**src/sv/pff_pkg.sv**
```systemverilog
package pff_pkg;

   localparam int CHARS_DEF    = 8;
   localparam int CHUNK_SLOTS  = 8;
   localparam int MAX_FIELD    = 64;
   localparam int DIGIT_BUFFER = 64;
   localparam int LEN_W        = 7;
   localparam int DIG_W        = 7;

   localparam logic [7:0] ASC_SPACE = 8'h20;
   localparam logic [7:0] ASC_PLUS  = 8'h2B;
   localparam logic [7:0] ASC_MINUS = 8'h2D;
   localparam logic [7:0] ASC_ZERO  = 8'h30;
   localparam logic [7:0] ASC_UA    = 8'h41;
   localparam logic [7:0] ASC_LA    = 8'h61;
   localparam logic [7:0] ASC_UB    = 8'h42;
   localparam logic [7:0] ASC_LB    = 8'h62;
   localparam logic [7:0] ASC_UX    = 8'h58;
   localparam logic [7:0] ASC_LX    = 8'h78;

   typedef struct packed {
      logic [63:0]      mag;
      logic [4:0]       base;
      logic [7:0]       pre0;
      logic [7:0]       pre1;
      logic [1:0]       plen;
      logic [LEN_W-1:0] width;
      logic [LEN_W-1:0] prec;
      logic             left;
      logic             zmode;
      logic             upper;
   } pff_desc_type;

   typedef struct packed {
      logic [CHUNK_SLOTS-1:0][7:0] chars;
      logic [3:0]                  cnt;
      logic                        last;
   } pff_chunk_type;

   function automatic logic [7:0] digit_char(input logic [3:0] d, input logic upper);
      logic [7:0] d8;
      d8 = {4'd0, d};
      if (d < 4'd10) begin
         digit_char = ASC_ZERO + d8;
      end else begin
         digit_char = (upper ? ASC_UA : ASC_LA) + d8 - 8'd10;
      end
   endfunction

endpackage

```
**src/sv/printf_integer_formatter_top.sv**
```systemverilog
// The digits are divided out first (at least one), then a setup step runs, then the
// characters are emitted. One item is formatted at a time; the 8-bit-per-cycle division
// loop and the character output, held while the output queue is full, set the rate.
// A two-entry queue on each side lets input and output stall independently.
// Reset is synchronous and active high; it empties both queues and idles the engine.
module printf_integer_formatter_top import pff_pkg::*; #(
   parameter int CHARS_PER_RESULT = CHARS_DEF
) (
   input  logic              clock,
   input  logic              reset,
   input  logic              req_push,
   output logic              req_full,
   input  logic [63:0]       req_value,
   input  logic              req_is_signed,
   input  logic [4:0]        req_radix,
   input  logic              req_flag_upper,
   input  logic              req_flag_hash,
   input  logic              req_flag_zero,
   input  logic              req_flag_left,
   input  logic              req_flag_plus,
   input  logic              req_flag_space,
   input  logic [6:0]        req_field_width,
   input  logic signed [7:0] req_min_digits,
   output logic              rsp_empty,
   input  logic              rsp_pop,
   output logic [7:0]        rsp_char_0,
   output logic [7:0]        rsp_char_1,
   output logic [7:0]        rsp_char_2,
   output logic [7:0]        rsp_char_3,
   output logic [7:0]        rsp_char_4,
   output logic [7:0]        rsp_char_5,
   output logic [7:0]        rsp_char_6,
   output logic [7:0]        rsp_char_7,
   output logic [3:0]        rsp_char_count,
   output logic              rsp_last_chunk
);

   pff_desc_type  desc;
   pff_chunk_type chunk;
   logic          desc_valid, desc_pop;

   pff_front u_front (
      .clock(clock), .reset(reset), .push(req_push), .full(req_full),
      .value(req_value), .is_signed(req_is_signed), .radix(req_radix),
      .flag_upper(req_flag_upper), .flag_hash(req_flag_hash),
      .flag_zero(req_flag_zero), .flag_left(req_flag_left),
      .flag_plus(req_flag_plus), .flag_space(req_flag_space),
      .field_width(req_field_width), .min_digits(req_min_digits),
      .desc_valid(desc_valid), .desc_pop(desc_pop), .desc(desc)
   );

   pff_back #(.CHARS_PER_RESULT(CHARS_PER_RESULT)) u_back (
      .clock(clock), .reset(reset), .desc_valid(desc_valid), .desc_pop(desc_pop),
      .desc(desc), .out_empty(rsp_empty), .out_pop(rsp_pop), .out_chunk(chunk)
   );

   assign rsp_char_0 = chunk.chars[0];
   assign rsp_char_1 = chunk.chars[1];
   assign rsp_char_2 = chunk.chars[2];
   assign rsp_char_3 = chunk.chars[3];
   assign rsp_char_4 = chunk.chars[4];
   assign rsp_char_5 = chunk.chars[5];
   assign rsp_char_6 = chunk.chars[6];
   assign rsp_char_7 = chunk.chars[7];
   assign rsp_char_count = chunk.cnt;
   assign rsp_last_chunk = chunk.last;

endmodule

```
**src/sv/pff_front.sv**
```systemverilog
module pff_front import pff_pkg::*; (
   input  logic               clock,
   input  logic               reset,
   input  logic               push,
   output logic               full,
   input  logic [63:0]        value,
   input  logic               is_signed,
   input  logic [4:0]         radix,
   input  logic               flag_upper,
   input  logic               flag_hash,
   input  logic               flag_zero,
   input  logic               flag_left,
   input  logic               flag_plus,
   input  logic               flag_space,
   input  logic [6:0]         field_width,
   input  logic signed [7:0]  min_digits,
   output logic               desc_valid,
   input  logic               desc_pop,
   output pff_desc_type       desc
);

   pff_desc_type q_ff [2];
   logic         wp_ff, rp_ff;
   logic [1:0]   cnt_ff;
   pff_desc_type d_in;
   logic         neg, given, do_push, do_pop;

   always_comb begin
      d_in = '0;
      neg = is_signed & value[63];
      d_in.mag = neg ? (~value + 64'd1) : value;
      d_in.base = (radix inside {[5'd2:5'd16]}) ? radix : 5'd10;
      d_in.pre0 = ASC_ZERO;
      d_in.pre1 = ASC_ZERO;
      d_in.plen = 2'd0;
      if (is_signed) begin
         d_in.plen = 2'd1;
         if (neg) d_in.pre0 = ASC_MINUS;
         else if (flag_plus) d_in.pre0 = ASC_PLUS;
         else if (flag_space) d_in.pre0 = ASC_SPACE;
         else d_in.plen = 2'd0;
      end else if (flag_hash && value != 64'd0) begin
         if (radix == 5'd16) begin
            d_in.pre1 = flag_upper ? ASC_UX : ASC_LX;
            d_in.plen = 2'd2;
         end else if (radix == 5'd8) begin
            d_in.plen = 2'd1;
         end else if (radix == 5'd2) begin
            d_in.pre1 = flag_upper ? ASC_UB : ASC_LB;
            d_in.plen = 2'd2;
         end
      end
      given = ~min_digits[7];
      d_in.width = (field_width > LEN_W'(MAX_FIELD)) ? LEN_W'(MAX_FIELD) : field_width;
      if (!given) d_in.prec = LEN_W'(1);
      else if (min_digits[6:0] > LEN_W'(MAX_FIELD)) d_in.prec = LEN_W'(MAX_FIELD);
      else d_in.prec = min_digits[6:0];
      d_in.left = flag_left;
      d_in.zmode = flag_zero & ~flag_left & ~given;
      d_in.upper = ~is_signed & flag_upper;
   end

   assign full = (cnt_ff == 2'd2);
   assign do_push = push & ~full;
   assign do_pop = desc_pop & (cnt_ff != 2'd0);
   assign desc_valid = (cnt_ff != 2'd0);
   assign desc = q_ff[rp_ff];

   always_ff @(posedge clock) begin
      if (do_push) q_ff[wp_ff] <= d_in;
      if (reset) begin
         wp_ff <= 1'b0;
         rp_ff <= 1'b0;
         cnt_ff <= 2'd0;
      end else begin
         if (do_push) wp_ff <= ~wp_ff;
         if (do_pop) rp_ff <= ~rp_ff;
         cnt_ff <= cnt_ff + {1'b0, do_push} - {1'b0, do_pop};
      end
   end

endmodule

```
**src/sv/pff_back.sv**
```systemverilog
module pff_back import pff_pkg::*; #(
   parameter int CHARS_PER_RESULT = CHARS_DEF
) (
   input  logic          clock,
   input  logic          reset,
   input  logic          desc_valid,
   output logic          desc_pop,
   input  pff_desc_type  desc,
   output logic          out_empty,
   input  logic          out_pop,
   output pff_chunk_type out_chunk
);

   localparam logic [1:0] ST_IDLE  = 2'd0;
   localparam logic [1:0] ST_DIV   = 2'd1;
   localparam logic [1:0] ST_SETUP = 2'd2;
   localparam logic [1:0] ST_EMIT  = 2'd3;
   localparam int DBW = 4 * DIGIT_BUFFER;

   logic [1:0]         state_ff, state_in;
   pff_desc_type       desc_ff;
   logic [63:0]        quot_ff, quot_in;
   logic [3:0]         rem_ff, rem_in;
   logic [2:0]         bit_ff;
   logic [DIG_W-1:0]   nlen_ff, nlen_in;
   logic [DBW-1:0]     dig_ff, dig_in;
   logic [LEN_W-1:0]   pos_ff, pos_in;
   logic [LEN_W-1:0]   bsp_ff, bpre_ff, bzero_ff, bdig_ff, len_ff;
   logic [LEN_W-1:0]   bsp_in, bpre_in, bzero_in, bdig_in, len_in;
   pff_chunk_type      chunk_ff, chunk_in;
   pff_chunk_type      push_chunk;
   pff_chunk_type      ob_ff [2];
   logic               owp_ff, orp_ff;
   logic [1:0]         ocnt_ff;
   logic               opush, opop;
   logic [63:0]        w;
   logic [4:0]         r;
   logic [LEN_W-1:0]   zeros, total, pad, zc, sp;
   logic [7:0]         ch;
   logic               step;

   // long division of the magnitude by the base, eight quotient bits per cycle
   always_comb begin
      w = quot_ff;
      r = {1'b0, rem_ff};
      for (int i = 0; i < 8; i++) begin
         r = {r[3:0], w[63]};
         w = {w[62:0], r >= desc_ff.base};
         if (r >= desc_ff.base) r = r - desc_ff.base;
      end
   end

   always_comb begin
      zeros = (desc_ff.prec > nlen_ff) ? desc_ff.prec - nlen_ff : '0;
      total = LEN_W'(desc_ff.plen) + nlen_ff + zeros;
      pad = (desc_ff.width > total) ? desc_ff.width - total : '0;
      zc = desc_ff.zmode ? zeros + pad : zeros;
      sp = desc_ff.zmode ? '0 : pad;
      bsp_in = desc_ff.left ? '0 : sp;
      bpre_in = bsp_in + LEN_W'(desc_ff.plen);
      bzero_in = bpre_in + zc;
      bdig_in = bzero_in + nlen_ff;
      len_in = bdig_in + (desc_ff.left ? sp : '0);
   end

   always_comb begin
      if (pos_ff < bsp_ff) ch = ASC_SPACE;
      else if (pos_ff < bpre_ff) ch = (pos_ff == bsp_ff) ? desc_ff.pre0 : desc_ff.pre1;
      else if (pos_ff < bzero_ff) ch = ASC_ZERO;
      else if (pos_ff < bdig_ff) ch = digit_char(dig_ff[3:0], desc_ff.upper);
      else ch = ASC_SPACE;
   end

   assign step = (state_ff == ST_EMIT) && (ocnt_ff != 2'd2);

   always_comb begin
      state_in = state_ff;
      quot_in = quot_ff;
      rem_in = rem_ff;
      nlen_in = nlen_ff;
      dig_in = dig_ff;
      pos_in = pos_ff;
      chunk_in = chunk_ff;
      opush = 1'b0;
      desc_pop = 1'b0;
      case (state_ff)
         ST_IDLE: begin
            if (desc_valid) begin
               desc_pop = 1'b1;
               quot_in = desc.mag;
               rem_in = 4'd0;
               nlen_in = '0;
               state_in = ST_DIV;
            end
         end
         ST_DIV: begin
            quot_in = w;
            rem_in = r[3:0];
            if (bit_ff == 3'd7) begin
               dig_in = {dig_ff[DBW-5:0], r[3:0]};
               nlen_in = nlen_ff + DIG_W'(1);
               rem_in = 4'd0;
               if (w == 64'd0) state_in = ST_SETUP;
            end
         end
         ST_SETUP: begin
            pos_in = '0;
            chunk_in = '0;
            state_in = ST_EMIT;
         end
         ST_EMIT: begin
            if (step) begin
               chunk_in.chars[chunk_ff.cnt[2:0]] = ch;
               chunk_in.cnt = chunk_ff.cnt + 4'd1;
               chunk_in.last = (pos_ff + LEN_W'(1) == len_ff);
               pos_in = pos_ff + LEN_W'(1);
               if (pos_ff >= bzero_ff && pos_ff < bdig_ff) dig_in = dig_ff >> 4;
               if (chunk_in.last || chunk_in.cnt == 4'(CHARS_PER_RESULT)) begin
                  opush = 1'b1;
                  chunk_in = '0;
               end
               if (pos_ff + LEN_W'(1) == len_ff) state_in = ST_IDLE;
            end
         end
         default: state_in = ST_IDLE;
      endcase
   end

   always_comb begin
      push_chunk = chunk_ff;
      push_chunk.chars[chunk_ff.cnt[2:0]] = ch;
      push_chunk.cnt = chunk_ff.cnt + 4'd1;
      push_chunk.last = (pos_ff + LEN_W'(1) == len_ff);
   end

   assign opop = out_pop & (ocnt_ff != 2'd0);
   assign out_empty = (ocnt_ff == 2'd0);
   assign out_chunk = ob_ff[orp_ff];

   always_ff @(posedge clock) begin
      if (desc_pop) desc_ff <= desc;
      quot_ff <= quot_in;
      rem_ff <= rem_in;
      nlen_ff <= nlen_in;
      dig_ff <= dig_in;
      pos_ff <= pos_in;
      chunk_ff <= chunk_in;
      if (state_ff == ST_SETUP) begin
         bsp_ff <= bsp_in;
         bpre_ff <= bpre_in;
         bzero_ff <= bzero_in;
         bdig_ff <= bdig_in;
         len_ff <= len_in;
      end
      if (opush) ob_ff[owp_ff] <= push_chunk;
      if (reset) begin
         state_ff <= ST_IDLE;
         bit_ff <= 3'd0;
         owp_ff <= 1'b0;
         orp_ff <= 1'b0;
         ocnt_ff <= 2'd0;
      end else begin
         state_ff <= state_in;
         bit_ff <= (state_ff == ST_DIV) ? bit_ff + 3'd1 : 3'd0;
         if (opush) owp_ff <= ~owp_ff;
         if (opop) orp_ff <= ~orp_ff;
         ocnt_ff <= ocnt_ff + {1'b0, opush} - {1'b0, opop};
      end
   end

`ifndef SYNTHESIS
   a_no_overflow: assert property (@(posedge clock) disable iff (reset)
      opush |-> ocnt_ff != 2'd2)
      else $error("result buffer overflow");
   a_chunk_cnt: assert property (@(posedge clock) disable iff (reset)
      opush |-> (push_chunk.cnt != 4'd0 && push_chunk.cnt <= 4'(CHARS_PER_RESULT)))
      else $error("chunk count out of range");
   a_digits: assert property (@(posedge clock) disable iff (reset)
      state_ff == ST_EMIT |-> (nlen_ff != '0 && nlen_ff <= DIG_W'(DIGIT_BUFFER)))
      else $error("digit count out of range");
   a_pos: assert property (@(posedge clock) disable iff (reset)
      state_ff == ST_EMIT |-> pos_ff < len_ff)
      else $error("emit position past end of text");
`endif

endmodule
```
**config.mk**
```make
export PLATFORM = sky130hd
export DESIGN_NAME = printf_integer_formatter_top
export DESIGN_NICKNAME = d
export VERILOG_FILES = /design/src/sv/pff_pkg.sv /design/src/sv/printf_integer_formatter_top.sv /design/src/sv/pff_front.sv /design/src/sv/pff_back.sv
export SDC_FILE = /design/constraint.sdc
export NUM_CORES = 1
export LEC_CHECK = 0
export CAP_MARGIN = 20
export CORE_MARGIN = 2
export CORE_UTILIZATION = 63
export DETAILED_ROUTE_END_ITERATION = 8
export DONT_BUFFER_PORTS = 1
export PLACE_DENSITY = 0.79
export SLEW_MARGIN = 10
export SYNTH_ARGS = -nofsm -noshare
export SYNTH_HDL_FRONTEND = slang
export SYNTH_SLANG_ARGS = --single-unit
```
**constraint.sdc**
```tcl
create_clock -name clock -period 12.6 [get_ports clock]
set_clock_uncertainty 0.1 [all_clocks]
set_input_delay 1.89 -clock clock [delete_from_list [all_inputs] [get_ports clock]]
set_output_delay 1.89 -clock clock [all_outputs]
set_load 0.01 [all_outputs]
```
==> flow_summary_export.csv <==
group,metric,value,unit
clock_network,cts_buffer_depth,3,
timing,rsz0062_at_grt,"no",
clock_network,cts.reportedPaths.clkPinSlew,0.06,ns
worst_setup_path,startpoint,"u_back.quot_ff[63]",
logic_synthesis,ys_seq_elements,818,
cells_and_area,nets,2980,
detailed_routing,dr_total_vias,21490,
cells_and_area,layout_commonest_cell,"edfxtp_1",
status,status,"finished, final reports clean",
grt,grt_max_degree,88,
floorplanning,start_util,0.636,
logic_synthesis,synth_area,38400,um^2
cells_and_area,fillerInstances,3954,
worst_setup_path,cp_common_cell,"a21o_1",
placement,place.port_buffers,0,
timing,finalSetupViolCount,0,
clock_network,cts_max_level,3,
timing,hold_viol,0,
logic_synthesis,synth_flop_cell,"edfxtp_1",
grt,antenna_found_initial,1,
worst_setup_path,rr_startpoint,"u_back.quot_ff[63]",
worst_setup_path,worstPathRequired,13.00,ns
clock_network,clk_latency,0.63,ns
worst_setup_path,crit_end,"u_back.state_ff[0]",
logic_synthesis,syn_nets,2960,
floorplanning,die_h,251,um
detailed_routing,top_layer,"met4",
worst_setup_path,critPathLaunchType,"flip-flop",
logic_synthesis,synth_edf_count,803,
clock_network,root_buffer,"clkbuf_16",
worst_setup_path,r2r_slack,1.11,ns
clock_network,hold_buffers,0,
clock_network,cts_num_sinks,818,
grt,grt_overflow_total,0,
placement,gp_congestion,0.870,
floorplanning,fp-row-count,90,
cells_and_area,drive_gt1_frac,0.202,
floorplanning,pin_count,166,
logic_synthesis,synthTopCellsByArea,"edfxtp_1 (63%), mux2_2 (11%), ha_1 (4.3%)",
detailed_routing,met1Wirelength,31800,um
clock_network,cts_buffers,83,
placement,placed_area,39300,um^2
timing,fin_worst_hold_slack,0.332,ns
placement,post-dp-hpwl,48000,um
worst_setup_path,worstRegToRegCells,57,
timing,tns,0,ns
cells_and_area,diodes,0,
grt,grt_usage,0.230,
timing,max_freq,87.0,MHz
logic_synthesis,ys_seq_area_frac,0.635,
detailed_routing,wl,72700,um
worst_setup_path,slowest_stage,"mux2_2",
worst_setup_path,critPathMaxStageDelay,0.39,ns
floorplanning,fp.dieArea,63000,um^2
floorplanning,dieWidth,251,um
logic_synthesis,synth_area_leader_cell,"edfxtp_1",
clock_network,post_cts_buffers,0,
cells_and_area,postLayoutCellArea,42400,um^2
worst_setup_path,cp_max_fo,8,
flow_run,drv_cap,0,
cells_and_area,final_cell_mix,"edfxtp_1 (803), mux2_2 (366), nand2_1 (196), inv_1 (131), ha_1 (129)",
timing,maxSlewHeadroom,0.232,
timing,period_needed,11.49,ns
cells_and_area,multiInputGateArea,13200,um^2
detailed_routing,vias_per_cell,5.99,
logic_synthesis,async_flop_share,0,
grt,grt_pass1_vias,21839,
clock_network,post_cts_resized,0,
detailed_routing,wl_met2,35600,um
worst_setup_path,cp.arrival,11.89,ns
logic_synthesis,syn_area_per_cell,14.1,um^2
timing,slew_violations,0,
floorplanning,core,60400,um^2
timing,worst_slew_pin_slew,1.14,ns
logic_synthesis,yosys_warnings,0,
cells_and_area,syn_to_final_growth,10.4,%
worst_setup_path,worstReg2RegEnd,"u_back.state_ff[0]",
detailed_routing,wl_per_cell,20.3,um
detailed_routing,met3_length,3660,um
detailed_routing,drtIter0Drc,1582,
timing,finalCritPeriodShare,0.912,
detailed_routing,drc,0,
detailed_routing,drtAntennaViolNets,0,
logic_synthesis,synth_cells,2716,
logic_synthesis,synth_top_area_share,0.628,
detailed_routing,firstDrtPassIters,5,
min_path,min_path_type,"flip-flop to flip-flop",
logic_synthesis,yosysUniqueCellTypes,71,
worst_setup_path,end_kind,"flip-flop",
grt,grt_pass1_wl,116000,um
clock_network,cts_tree,"done",
worst_setup_path,path_class,"flip-flop to flip-flop",
cells_and_area,seqCellArea,24400,um^2
metal layers:
metal  GRT usage  vias up
met2       0.386      567
met1       0.317    10641
met4      0.0653        0
met3      0.0358      112
met5           0        -
li1            -    10170
layout make-up:
type | count | area share
flip-flops and latches | 818 | 0.576
clock buffers | 109 | 0.0554
inverters | 132 | 0.0117
multi-input cells | 1665 | 0.312
well taps | 782 | 0.0231
repair buffers | 36 | 0.00693
clock inverters | 44 | 0.0156
state kept, by name (all words and copies together), names as in the netlist, named ones only:
register and flops:
u_back.ob_ff 138, u_back.owp_ff 1, u_front.rp_ff 1, u_front.cnt_ff 2
u_back.state_ff 2, u_back.bpre_ff 7, u_back.bit_ff 3, u_back.dig_ff 256
u_front.q_ff 192, u_back.len_ff 7, u_back.bsp_ff 7, u_back.bdig_ff 7
u_back.orp_ff 1, u_back.pos_ff 7, u_back.desc_ff 32, u_back.chunk_ff 68
u_front.wp_ff 1, u_back.quot_ff 64, u_back.ocnt_ff 2, u_back.nlen_ff 7
u_back.bzero_ff 7, u_back.rem_ff 4
worst max-delay path: cells and delay by family (launching register included):
kind / cells / cell delay (ns)
buf+inv: 8 / 0.79
compound gates: 32 / 5.79
mux: 4 / 1.40
flops: 1 / 0.37
simple gates: 5 / 0.71
fa+ha+maj: 8 / 2.20
synth_stat cells, drive strengths merged (28+ instances only):
library cell and number:
o21ai 122, xnor2 82, nand2 196, a21o 45, edfxtp 803, xor2 55, nor2b 49, mux2i 72
nor2 129, nor4 28, a21oi 121, inv 131, ha 131, clkbuf 91, a211oi 35, mux2 366
logic make-up (layout without fill, tap and decap cells):
group / after synthesis / count (layout) / synth area share
fa+ha+maj: 149 / 149 / 0.0520
mux: 438 / 438 / 0.126
buf+inv: 233 / 321 / 0.0231
simple gates: 549 / 549 / 0.0693
xor+xnor: 138 / 138 / 0.0320
compound gates: 391 / 391 / 0.0620
flops: 818 / 818 / 0.635
metrics by stage:
| stage | worst slack, ns | util | std cells |
|---|---|---|---|
| 2_1_floorplan | 1.01 | - | 2716 |
| 3_3_place_gp | 0.515 | 0.652 | 3429 |
| 3_5_place_dp | 0.245 | 0.652 | 3429 |
| 4_1_cts | 0.241 | 0.701 | 3582 |
| 5_1_grt | 0.107 | 0.703 | 3586 |
| 6_report | 1.11 | 0.703 | 3586 |
how the worst min path moves through the flow:
stage	cells after the start	endpoint	slack, ns	start
5_1_grt	1	u_back.bit_ff[0]	0.36	u_back.bit_ff[0]
6_report	1	u_back.bit_ff[0]	0.33	u_back.bit_ff[0]
3_3_place_gp	1	u_back.bit_ff[0]	0.31	u_back.bit_ff[0]
4_1_cts	1	u_back.bit_ff[0]	0.33	u_back.bit_ff[0]
2_1_floorplan	1	u_back.bit_ff[0]	0.31	u_back.bit_ff[0]
3_5_place_dp	1	u_back.bit_ff[0]	0.32	u_back.bit_ff[0]
Power is left out: the tool's default activity adds up to more than one toggle a clock period on the data nets, which glitch-free logic cannot reach.
